### src/design/gpfit_pkg.sv
// Package for the grid plane fit block: item types, controller/datapath
// command and status types, the determinant microprogram and its helpers.
// No dependencies.
package gpfit_pkg;

  // Fixed widths of the arithmetic.
  localparam int ACC_W       = 56;   // accumulator width
  localparam int BIG_W       = 136;  // determinant and division width
  localparam int CNT_W       = 18;   // valid cell count width
  localparam int U_W         = 12;   // centered half-cell coordinate width
  localparam int H_W         = 24;   // height width
  localparam int SLOPE_W     = 32;
  localparam int OFF_W       = 24;
  localparam int PCNT_W      = 17;
  localparam int CFG_W       = 16;
  localparam int CFG_AW      = 2;
  localparam int MIN_POINTS  = 3;
  localparam int SLOPE_SHIFT = 17;   // 2 * 65536
  localparam int UCODE_LEN   = 21;
  localparam int PC_W        = $clog2(UCODE_LEN);

  // Configuration register indexes.
  localparam logic [CFG_AW-1:0] REG_NUM_ROWS  = 2'd0;
  localparam logic [CFG_AW-1:0] REG_NUM_COLS  = 2'd1;
  localparam logic [CFG_AW-1:0] REG_CELL_SIZE = 2'd2;

  typedef struct packed {
    logic signed [H_W-1:0] height;
    logic                  cell_valid;
  } in_item_t;

  typedef struct packed {
    logic signed [SLOPE_W-1:0] slope_x;
    logic signed [SLOPE_W-1:0] slope_y;
    logic signed [OFF_W-1:0]   offset;
    logic                      fit_ok;
    logic [PCNT_W-1:0]         point_count;
  } out_item_t;

  // Accumulator selects for the multiplier operand.
  typedef enum logic [3:0] {
    SEL_XX, SEL_XY, SEL_X, SEL_YY, SEL_Y, SEL_N, SEL_XZ, SEL_YZ, SEL_Z
  } sel_t;

  // Datapath operations.
  typedef enum logic [3:0] {
    OP_NONE, OP_LD, OP_MUL, OP_SUB, OP_DSET, OP_DSUB, OP_DADD,
    OP_MULCS, OP_DIVX, OP_DIVY, OP_DIVC, OP_LOADOUT
  } op_t;

  typedef struct packed {
    logic       take;   // an input item is accepted this cycle
    op_t        op;
    logic       dst;    // 0: T0, 1: T1
    sel_t       sel;
    logic [1:0] dk;     // determinant slot
    logic       ok;     // fit result flag for the output load
  } dp_cmd_t;

  typedef struct packed {
    logic busy;
    logic last;
    logic cnt_ok;
    logic d_zero;
    logic out_free;
  } dp_stat_t;

  // One microprogram step: operation, target register, matrix row, column.
  typedef struct packed {
    op_t        op;
    logic       dst;
    logic [1:0] r;
    logic [1:0] c;
  } uop_t;

  // Cofactor expansion of a 3x3 determinant along the first row.
  localparam uop_t UCODE [UCODE_LEN] = '{
    '{OP_LD,   1'b0, 2'd1, 2'd1}, '{OP_MUL,  1'b0, 2'd2, 2'd2},
    '{OP_LD,   1'b1, 2'd1, 2'd2}, '{OP_MUL,  1'b1, 2'd2, 2'd1},
    '{OP_SUB,  1'b0, 2'd0, 2'd0}, '{OP_MUL,  1'b0, 2'd0, 2'd0},
    '{OP_DSET, 1'b0, 2'd0, 2'd0},
    '{OP_LD,   1'b0, 2'd1, 2'd0}, '{OP_MUL,  1'b0, 2'd2, 2'd2},
    '{OP_LD,   1'b1, 2'd1, 2'd2}, '{OP_MUL,  1'b1, 2'd2, 2'd0},
    '{OP_SUB,  1'b0, 2'd0, 2'd0}, '{OP_MUL,  1'b0, 2'd0, 2'd1},
    '{OP_DSUB, 1'b0, 2'd0, 2'd0},
    '{OP_LD,   1'b0, 2'd1, 2'd0}, '{OP_MUL,  1'b0, 2'd2, 2'd1},
    '{OP_LD,   1'b1, 2'd1, 2'd1}, '{OP_MUL,  1'b1, 2'd2, 2'd0},
    '{OP_SUB,  1'b0, 2'd0, 2'd0}, '{OP_MUL,  1'b0, 2'd0, 2'd2},
    '{OP_DADD, 1'b0, 2'd0, 2'd0}
  };

  // Element (r, c) of the normal matrix for determinant k. Determinant 0 is
  // the matrix itself; determinant k replaces column k-1 by the right side.
  function automatic sel_t elem_sel(logic [1:0] k, logic [1:0] r, logic [1:0] c);
    sel_t s;
    s = SEL_N;
    if (k != 2'd0 && c == k - 2'd1) begin
      case (r)
        2'd0:    s = SEL_XZ;
        2'd1:    s = SEL_YZ;
        default: s = SEL_Z;
      endcase
    end else begin
      case ({r, c})
        4'b0000: s = SEL_XX;
        4'b0001: s = SEL_XY;
        4'b0010: s = SEL_X;
        4'b0100: s = SEL_XY;
        4'b0101: s = SEL_YY;
        4'b0110: s = SEL_Y;
        4'b1000: s = SEL_X;
        4'b1001: s = SEL_Y;
        default: s = SEL_N;
      endcase
    end
    return s;
  endfunction

endpackage

### src/design/gpfit_ctrl.sv
// Controller of the grid plane fit: accepts cells, then sequences the
// determinant microprogram, the scale multiply and the three divisions.
// Depends on gpfit_pkg.
module gpfit_ctrl (
  input  logic               clk,
  input  logic               rst,
  input  logic               in_valid,
  output logic               in_ready,
  input  gpfit_pkg::dp_stat_t stat,
  output gpfit_pkg::dp_cmd_t  cmd
);
  import gpfit_pkg::*;

  typedef enum logic [7:0] {
    S_ACC   = 8'b00000001,
    S_START = 8'b00000010,
    S_DET   = 8'b00000100,
    S_DWAIT = 8'b00001000,
    S_TEST  = 8'b00010000,
    S_SOLVE = 8'b00100000,
    S_SWAIT = 8'b01000000,
    S_OUT   = 8'b10000000
  } state_t;

  state_t          state, state_next;
  logic [PC_W-1:0] pc, pc_next;
  logic [1:0]      k, k_next;
  logic [1:0]      st, st_next;
  logic            ok, ok_next;
  logic            accept;
  uop_t            uop;

  assign in_ready = (state == S_ACC);
  assign accept   = in_valid && in_ready;
  assign uop      = UCODE[pc];

  // Next state and command decode.
  always_comb begin
    state_next = state;
    pc_next    = pc;
    k_next     = k;
    st_next    = st;
    ok_next    = ok;
    cmd        = '0;
    cmd.op     = OP_NONE;
    cmd.sel    = SEL_N;
    cmd.take   = accept;
    cmd.dk     = k;
    cmd.ok     = ok;
    case (state)
      S_ACC: begin
        if (accept && stat.last) state_next = S_START;
      end
      S_START: begin
        pc_next = '0;
        k_next  = 2'd0;
        if (stat.cnt_ok) begin
          state_next = S_DET;
        end else begin
          ok_next    = 1'b0;
          state_next = S_OUT;
        end
      end
      S_DET: begin
        cmd.op     = uop.op;
        cmd.dst    = uop.dst;
        cmd.sel    = elem_sel(k, uop.r, uop.c);
        state_next = S_DWAIT;
      end
      S_DWAIT: begin
        if (!stat.busy) begin
          state_next = S_DET;
          if (pc == PC_W'(UCODE_LEN - 1)) begin
            pc_next = '0;
            if (k == 2'd3) state_next = S_TEST;
            else k_next = k + 2'd1;
          end else begin
            pc_next = pc + PC_W'(1);
          end
        end
      end
      S_TEST: begin
        st_next = 2'd0;
        if (stat.d_zero) begin
          ok_next    = 1'b0;
          state_next = S_OUT;
        end else begin
          ok_next    = 1'b1;
          state_next = S_SOLVE;
        end
      end
      S_SOLVE: begin
        case (st)
          2'd0:    cmd.op = OP_MULCS;
          2'd1:    cmd.op = OP_DIVX;
          2'd2:    cmd.op = OP_DIVY;
          default: cmd.op = OP_DIVC;
        endcase
        state_next = S_SWAIT;
      end
      S_SWAIT: begin
        if (!stat.busy) begin
          if (st == 2'd3) begin
            state_next = S_OUT;
          end else begin
            st_next    = st + 2'd1;
            state_next = S_SOLVE;
          end
        end
      end
      S_OUT: begin
        if (stat.out_free) begin
          cmd.op     = OP_LOADOUT;
          state_next = S_ACC;
        end
      end
      default: state_next = S_ACC;
    endcase
  end

  // State registers.
  always_ff @(posedge clk) begin
    if (rst) begin
      state <= S_ACC;
      pc    <= '0;
      k     <= 2'd0;
      st    <= 2'd0;
      ok    <= 1'b0;
    end else begin
      state <= state_next;
      pc    <= pc_next;
      k     <= k_next;
      st    <= st_next;
      ok    <= ok_next;
    end
  end

endmodule

### config.mk
export PLATFORM = sky130hd
export DESIGN_NAME = gpfit_ctrl
export DESIGN_NICKNAME = d
export VERILOG_FILES = /design/src/design/gpfit_pkg.sv /design/src/design/gpfit_ctrl.sv
export SDC_FILE = /design/constraint.sdc
export NUM_CORES = 1
export LEC_CHECK = 0
export ABC_AREA = 1
export BUFFER_PORTS_ARGS = -buffer_cell sky130_fd_sc_hd__buf_2
export CORE_UTILIZATION = 60
export DETAILED_ROUTE_END_ITERATION = 6
export GPL_ROUTABILITY_DRIVEN = 0
export PLACE_DENSITY = 0.93
export SYNTH_ARGS = -nofsm -noshare
export SYNTH_HDL_FRONTEND = slang
export SYNTH_SLANG_ARGS = --single-unit
### constraint.sdc
create_clock -name clk -period 2.5 [get_ports clk]
set_input_delay 0 -clock clk [delete_from_list [all_inputs] [get_ports clk]]
set_output_delay 0 -clock clk [all_outputs]
set_load 0.01 [all_outputs]
==> reports/metrics.cfg <==
[sta]
clock_skew_ns = 0.00260
maxSlewHeadroom_pct = 73.3
worst_pin_slew_ns = 0.400
rsz0062_at_grt = false
max_freq_mhz = 452
maxSlewViolCount = 0
finalSetupTns_ns = 0
period_share_pct = 88.6
finalSetupViolations = 0
finalHoldViolCount = 0
fin_crit_ns = 2.21

[flow_run]
maxCapViolations = 0

[global_route]
use_met2_pct = 46.6
grt_pass1_wl_mm = 6.03
grt_usage_pct = 28.0
antenna_found_initial = 0
grt_pass1_vias = 1439
grt_max_degree = 13
grt_util_met3_pct = 6.94
top_usage_layer = met2
grt_overflow_total = 0
use_met1_pct = 36.2

[clocking]
cts_post_setup_buffers_inserted = 0
clock-root-buffer = clkbuf_4
ctsLongestPathBuffers = 2
htree_levels = 1
worstSkewPairLatency_ns = 0.30
numCtsBuffers = 3
cts_hold_buf = 1
cts_tree = built
postCtsResizedCells = 0
cts.sinks = 18
cts.clk_slew.worst_paths_ns = 0.11

[drt]
avgViaCountPerCell = 5.34
dr.pass1.iters = 5
num_vias = 1688
drtIter0Drc = 83
drt_wl_total_mm = 3.74
drc = 0
wl_per_cell_um = 11.8
ant_nets = 0

[synthesis]
ys_seq_area_share_pct = 21.6
synth_top_area_share_pct = 21.6
syn_nets = 288
yosysWarningCount = 0
postSynthCellCount = 266
synthDistinctLibCells = 27
synth.avg_cell_area_um2 = 6.27
ys_top_cells_by_area = dfxtp_1 22%, nand2_1 14%, ha_1 10%, inv_1 9.4%, nand3_1 8.1%
synth_seq_cells = 18
synth_top_cell_by_area = dfxtp_1
synth_area_mm2 = 0.00167

[worst_setup_path]
critPathMaxFanout = 7
reg2reg_from = pc[2]
cp.required_ns = 2.50
cp_num_buf_inv = 3
critical_path.max_stage_delay_ns = 0.46
crit_path_start = pc[1]
crit_type = flip-flop to output pin
crit_chain = inv_1, ha_1, nor2_1, nand3_1, nand2_1, nand2_1, nand2_1, nand3_2, inv_1, nand2_1, nand3_1, buf_2
crit_path_frequent_cell = nand2_1
startpoint_type = flip-flop
cp_top_family = simple AND/OR/NAND/NOR gates
endpoint_kind = output pin
cp_slowest_cell = dfxtp_1
cp.arrival_ns = 2.21

[layout]
diodes = 0
final_layout_size_suffix_gt1_share_pct = 15.4
utilization_pct = 70.9
area_growth_pct = 8.17
design_area_mm2 = 0.00181
nNetsFinal = 309

[floorplanning]
fp.dieH_um = 54.7
io-pin-count = 22
die_x_um = 54.7
core-area_mm2 = 0.00254
start_util_pct = 65.6
core.rowCount = 18
die_area_mm2 = 0.00300

[placement]
dp_hpwl_mm = 2.86
place_area_mm2 = 0.00176
portBuffers = 21

[hold_path]
hp-start = stat[0]
min_path_type = primary input to flip-flop

[pwr]
leakagePower_nw = 0.906
power_density_mw_per_mm2 = 515
peakVddDrop_mv = 0.493

[run_status]
status = finished, final reports clean

cells by family (layout without fill, tap and decap cells):
group | count (synthesis) | after routing | share of synthesized area (%)
compound gates | 38 | 38 | 12.1
xor+xnor | 3 | 3 | 1.57
fa+ha+maj | 14 | 14 | 10.5
buf+inv | 50 | 70 | 13.0
flops | 18 | 18 | 21.6
simple gates | 143 | 143 | 41.2
where the power goes:
| group | total (mW) | internal [mW] | switching, mW |
|---|---|---|---|
| clock network | 0.185 | 0.0889 | 0.0961 |
| registers | 0.351 | 0.318 | 0.0326 |
| logic | 0.394 | 0.128 | 0.266 |
| total | 0.930 | 0.536 | 0.394 |
per-stage QoR:
| stage | instances | hold slack [ns] | worst slack [ns] | power, mW |
|---|---|---|---|---|
| 3_5_place_dp | 311 | 0.308 | 0.646 | 0.739 |
| 4_1_cts | 316 | 0.00690 | 0.302 | 0.922 |
| 3_3_place_gp | 311 | 0.298 | 0.776 | 0.727 |
| 5_1_grt | 316 | 0.0203 | 0.0760 | 0.995 |
| 6_report | 316 | 0.00973 | 0.286 | 0.930 |
| 2_1_floorplan | 266 | 0.155 | 0.921 | 0.655 |
Yosys cell counts (all sizes together):
library cell and count:
nand2 66, inv 44, nor2 36, nand3 31, o21ai 20, dfxtp 18, a21oi 14, ha 14
buf 5, nand4 4, nor3 4, xor2 3, o221ai 2, a211oi 1, clkbuf 1, nand3b 1
o211ai 1, or2 1
sequential cells by signal, indices dropped and copies added, names as in the netlist:
name,cells
state,8
k,2
st,2
pc,5
ok,1
layer usage:
| layer | vias up | wire length [um] |
|---|---|---|
| li1 | 890 | - |
| met4 | 0 | 18 |
| met5 | - | 0 |
| met3 | 2 | 228 |
| met1 | 744 | 1800 |
| met2 | 52 | 1690 |
placed cells by master, fill, tap and decap left out:
master,n
nor2_2,3
nor3_1,2
o221ai_1,2
or2_0,1
o21ai_0,20
o211ai_1,1
nand3b_1,1
nand2_1,62
nand2_2,3
nor3_2,2
nor2_1,30
a211oi_1,1
nand2_4,1
buf_2,21
nand4_1,3
dfxtp_1,18
nand4_4,1
xor2_1,3
nor2_4,3
clkbuf_4,3
inv_1,42
inv_2,2
clkbuf_8,1
ha_1,14
a21oi_1,14
dlygate4sd3_1,1
nand3_2,4
nand3_1,27
cell type report:
cell class | instances | area [um2]
multi-input cells | 198 | 1090
fillers | 226 | 739
flip-flops and latches | 18 | 360
inverters | 44 | 165
repair buffers | 22 | 115
well taps | 30 | 37.5
clock buffers | 4 | 36.3
worst paths after layout:
kind / end / slack (ns) / cells after the start
worst max-delay path: cmd[3] / 0.29 / 12
worst min-delay path: state[7] / 0.01 / 3
worst max register to register: k[1] / 0.89 / 7
worst min register to register: ok / 0.52 / 2
worst register-to-register path, cell delays in order, from the launching register on:
cell	delay [ns]
dfxtp_1	0.58
nand2_1	0.15
inv_1	0.09
nand3_1	0.14
o21ai_0	0.19
nand2_1	0.12
o21ai_0	0.18
a21oi_1	0.05
(Power assumes the default switching activity.)
